$ cat src/rtl/sfb_pkg.sv
package sfb_pkg;

   // action codes of an input item
   localparam logic [1:0] ACT_START = 2'd0;
   localparam logic [1:0] ACT_DATA  = 2'd1;
   localparam logic [1:0] ACT_END   = 2'd2;
   localparam logic [1:0] ACT_NONE  = 2'd3;

   // framing bytes
   localparam logic [7:0] FLAG_BYTE = 8'h7E;
   localparam logic [7:0] ESC_BYTE  = 8'h7D;
   localparam logic [7:0] ESC_FLAG  = 8'h5E;
   localparam logic [7:0] ESC_ESC   = 8'h5D;

   // checksum modulus and header length offset
   localparam int CK_MOD = 45521;
   localparam logic [15:0] LEN_OFFSET = 16'd3;

   // front step indexes
   localparam logic [1:0] STEP_FIRST  = 2'd0;
   localparam logic [1:0] STEP_SECOND = 2'd1;
   localparam logic [1:0] STEP_THIRD  = 2'd2;
   localparam logic [1:0] STEP_FOURTH = 2'd3;

   // one unescaped wire byte handed from front to back
   typedef struct packed {
      logic [7:0] code;
      logic       esc;
      logic       last;
      logic       done;
   } sfb_entry_type;

endpackage

$ cat src/rtl/sfb_queue.sv
module sfb_queue
   import sfb_pkg::*;
#(
   parameter int DEPTH = 4
) (
   input  logic          clock,
   input  logic          reset,
   input  logic          push,
   input  sfb_entry_type push_entry,
   output logic          push_ready,
   output logic          pop_valid,
   output sfb_entry_type pop_entry,
   input  logic          pop
);

   localparam int PTR_W = (DEPTH > 1) ? $clog2(DEPTH) : 1;
   localparam int CNT_W = $clog2(DEPTH + 1);
   localparam logic [PTR_W-1:0] PTR_LAST = PTR_W'(DEPTH - 1);
   localparam logic [CNT_W-1:0] CNT_FULL = CNT_W'(DEPTH);

   sfb_entry_type slot_ff [DEPTH];
   logic [PTR_W-1:0] wr_ptr_ff, wr_ptr_in;
   logic [PTR_W-1:0] rd_ptr_ff, rd_ptr_in;
   logic [CNT_W-1:0] count_ff, count_in;
   logic do_push;
   logic do_pop;

   assign push_ready = (count_ff != CNT_FULL);
   assign pop_valid  = (count_ff != '0);
   assign pop_entry  = slot_ff[rd_ptr_ff];
   assign do_push    = push && push_ready;
   assign do_pop     = pop && pop_valid;

   // pointer and fill count update
   always_comb begin
      wr_ptr_in = wr_ptr_ff;
      rd_ptr_in = rd_ptr_ff;
      count_in  = count_ff;
      if (do_push) begin
         wr_ptr_in = (wr_ptr_ff == PTR_LAST) ? '0 : wr_ptr_ff + 1'b1;
      end
      if (do_pop) begin
         rd_ptr_in = (rd_ptr_ff == PTR_LAST) ? '0 : rd_ptr_ff + 1'b1;
      end
      if (do_push && !do_pop) begin
         count_in = count_ff + 1'b1;
      end else if (do_pop && !do_push) begin
         count_in = count_ff - 1'b1;
      end
   end

   always_ff @(posedge clock) begin
      if (reset) begin
         wr_ptr_ff <= '0;
         rd_ptr_ff <= '0;
         count_ff  <= '0;
      end else begin
         wr_ptr_ff <= wr_ptr_in;
         rd_ptr_ff <= rd_ptr_in;
         count_ff  <= count_in;
      end
      if (do_push) begin
         slot_ff[wr_ptr_ff] <= push_entry;
      end
   end

endmodule

$ cat config.mk
export PLATFORM = sky130hd
export DESIGN_NAME = sfb_queue
export DESIGN_NICKNAME = d
export VERILOG_FILES = /design/src/rtl/sfb_pkg.sv /design/src/rtl/sfb_queue.sv
export SDC_FILE = /design/constraint.sdc
export NUM_CORES = 1
export LEC_CHECK = 0
export ABC_AREA = 1
export BUFFER_PORTS_ARGS = -buffer_cell sky130_fd_sc_hd__buf_2
export CAP_MARGIN = 20
export CORE_ASPECT_RATIO = 0.5
export CORE_MARGIN = 2
export CORE_UTILIZATION = 50
export DETAILED_ROUTE_END_ITERATION = 10
export PLACE_DENSITY = 0.71
export SYNTH_ARGS = -nofsm -noshare
export SYNTH_HDL_FRONTEND = slang
export SYNTH_SLANG_ARGS = --single-unit
$ cat constraint.sdc
create_clock -name clock -period 2.33 [get_ports clock]
set_clock_uncertainty 0.2 [all_clocks]
set_input_delay 0.1165 -clock clock [delete_from_list [all_inputs] [get_ports clock]]
set_output_delay 0.1165 -clock clock [all_outputs]
set_load 0.1 [all_outputs]
==> flow_metrics.tcl <==
set metrics [dict create \
    status "completed" \
    drv_cap 0 \
    hold_violations 0 \
    tightest_slew_ps 487 \
    start_kind "flop" \
    drtAntennaViolNets 0 \
    drc 0 \
    max_freq_mhz 455 \
    stdcell_area_um2 2680 \
    synth.distinct_cells 22 \
    io_buffer_count 27 \
    via_per_inst 5.15 \
    grt_pass1_vias 1471 \
    synth_seq_area_share 0.694 \
    htreeDepth 2 \
    antenna_found_initial 0 \
    critPathRequiredTime_ps 2010 \
    diodes 0 \
    ys_warn_count 0 \
    root_buffer "clkbuf_8" \
    cts.path.max_buffers 2 \
    die_h_um 50.5 \
    cts_sinks 53 \
    setup.worst_path.end_class "output pin" \
    clk_pin_slew_worst_paths_ps 80 \
    setup_violations 0 \
    dr.first_iter.drc_count 102 \
    dp_hpwl_mm 2.53 \
    rows 16 \
    area_growth_pct 23.8 \
    insertion_delay_ps 300 \
    routed-via-count 1426 \
    setup-tns-final_ps 0 \
    slew_violations 0 \
    ys_ff_latch 53 \
    initial_core_util 0.538 \
    grt_max_degree 23 \
    dr.pass1.iters 4 \
    fillers 321 \
    fin_crit_sh 0.943 \
    nets 245 \
    hp-class "flop to flop" \
    routedWlPerCell_um 14.6 \
    post_cts.repair.setup_buffers 0 \
    grtUsageTotal 0.179 \
    core_area_um2 4020 \
    die-area_um2 4900 \
    path_class "flop to output pin" \
    grt_pass1_wl_mm 6.58 \
    syn_inst 176 \
    routed_wl_mm 4.05 \
    post_cts_resized 0 \
    period_needed_ps 2200 \
    synthesis.area_um2 2160 \
    synth_nets 198 \
    critPathArrivalTime_ps 1880 \
    cp_max_fo 22 \
    cts_tree "yes" \
    grt_overflow_total 0 \
    synth.top_cell.area_share 0.610 \
    cts_hold_buf 14 \
    drive_above_1_share 0.278 \
    gp_congestion 0.733 \
    synth_area_leaders "edfxtp_1 61%, dfxtp_1 8.3%, nor2_1 6.4%" \
    avgSynthCellArea_um2 12.3 \
    dp_worst_setup_slack_ps 344 \
    yosys.area.top_type "edfxtp_1" \
    io_pins 28 \
    rsz0062_at_grt "no" \
    cts_buffers 5 \
    timing.slew.headroom 0.677 \
    fp.dieW_um 97.1 \
    placed_cell_area_um2 2440 \
    finalWorstSetupSlack_ps 133 \
]
-- per-stage QoR --
| step | util | std cells | hold WS (ps) |
|---|---|---|---|
| finish | 0.666 | 277 | 326 |
| global route | 0.666 | 277 | 329 |
| CTS | 0.666 | 277 | 323 |
| detailed placement | 0.605 | 256 | 111 |
| global placement | 0.605 | 256 | 107 |
| floorplan | - | 176 | -11.1 |
-- placed cells by master, fill, tap and decap left out, types with 2 or more instances in the layout --
cell type,Yosys,routed
dfxtp_1,9,9
buf_2,3,27
nand2_4,4,4
ha_1,6,6
edfxtp_1,44,44
inv_1,11,11
inv_2,5,5
nor2_1,37,37
o21ai_1,18,18
buf_4,3,5
o22ai_2,0,11
nand2_1,9,9
a21oi_1,2,2
o21ai_0,5,5
dlygate4sd3_1,0,14
nand3b_1,2,2
clkbuf_8,0,5
-- area by class of cell --
type	count	area [um2]	share of cell area
repair buffers	46	313	0.117
clock inverters	2	35.0	0.0131
well taps	54	67.6	0.0252
inverters	16	60.1	0.0224
multi-input cells	101	634	0.237
clock buffers	5	68.8	0.0257
flip-flops and latches	53	1500	0.560
-- cell usage after synthesis (all sizes together) --
cell type / instances
fa: 1
ha: 6
nand3: 1
buf: 6
nand2: 14
xor2: 1
edfxtp: 44
dfxtp: 9
nand4: 1
inv: 16
nor2: 39
nand3b: 2
a21oi: 2
o21ai: 23
o22ai: 11
-- metal layers --
metal	vias to the layer above	global-route usage	share of wire
li1	701	-	-
met1	680	0.196	0.41
met2	34	0.334	0.51
met3	11	0.0487	0.053
met4	0	0.0798	0.022
met5	-	0	0
-- state kept, by name, summed over array words and instances (netlist names), named ones only --
name	flops
slot_ff	44
count_ff	3
wr_ptr_ff	2
rd_ptr_ff	2
-- critical path: stages (launching register included) --
cell and delay [ps]:
dfxtp_1 430, inv_2 360, nor2_1 130, o22ai_2 200
buf_2 450
-- final timing paths --
| check | end | slack [ps] | from | depth (start not counted) |
|---|---|---|---|---|
| setup reg to reg | count_ff[1] | 340 | count_ff[1] | 9 |
| hold reg to reg | rd_ptr_ff[1] | 330 | rd_ptr_ff[1] | 2 |
| setup / recovery | pop_entry[10] | 130 | flop | 4 |
| hold / removal | rd_ptr_ff[1] | 330 | rd_ptr_ff[1] | 2 |
-- cell families after synthesis --
| family | share of synthesized area |
|---|---|
| buf+inv | 0.0451 |
| xor+xnor | 0.00405 |
| fa+ha+maj | 0.0439 |
| simple gates | 0.124 |
| compound gates | 0.0896 |
| flops | 0.694 |
Power is left out: the tool's default activity adds up to more than one toggle a clock period on the data nets, which glitch-free logic cannot reach.
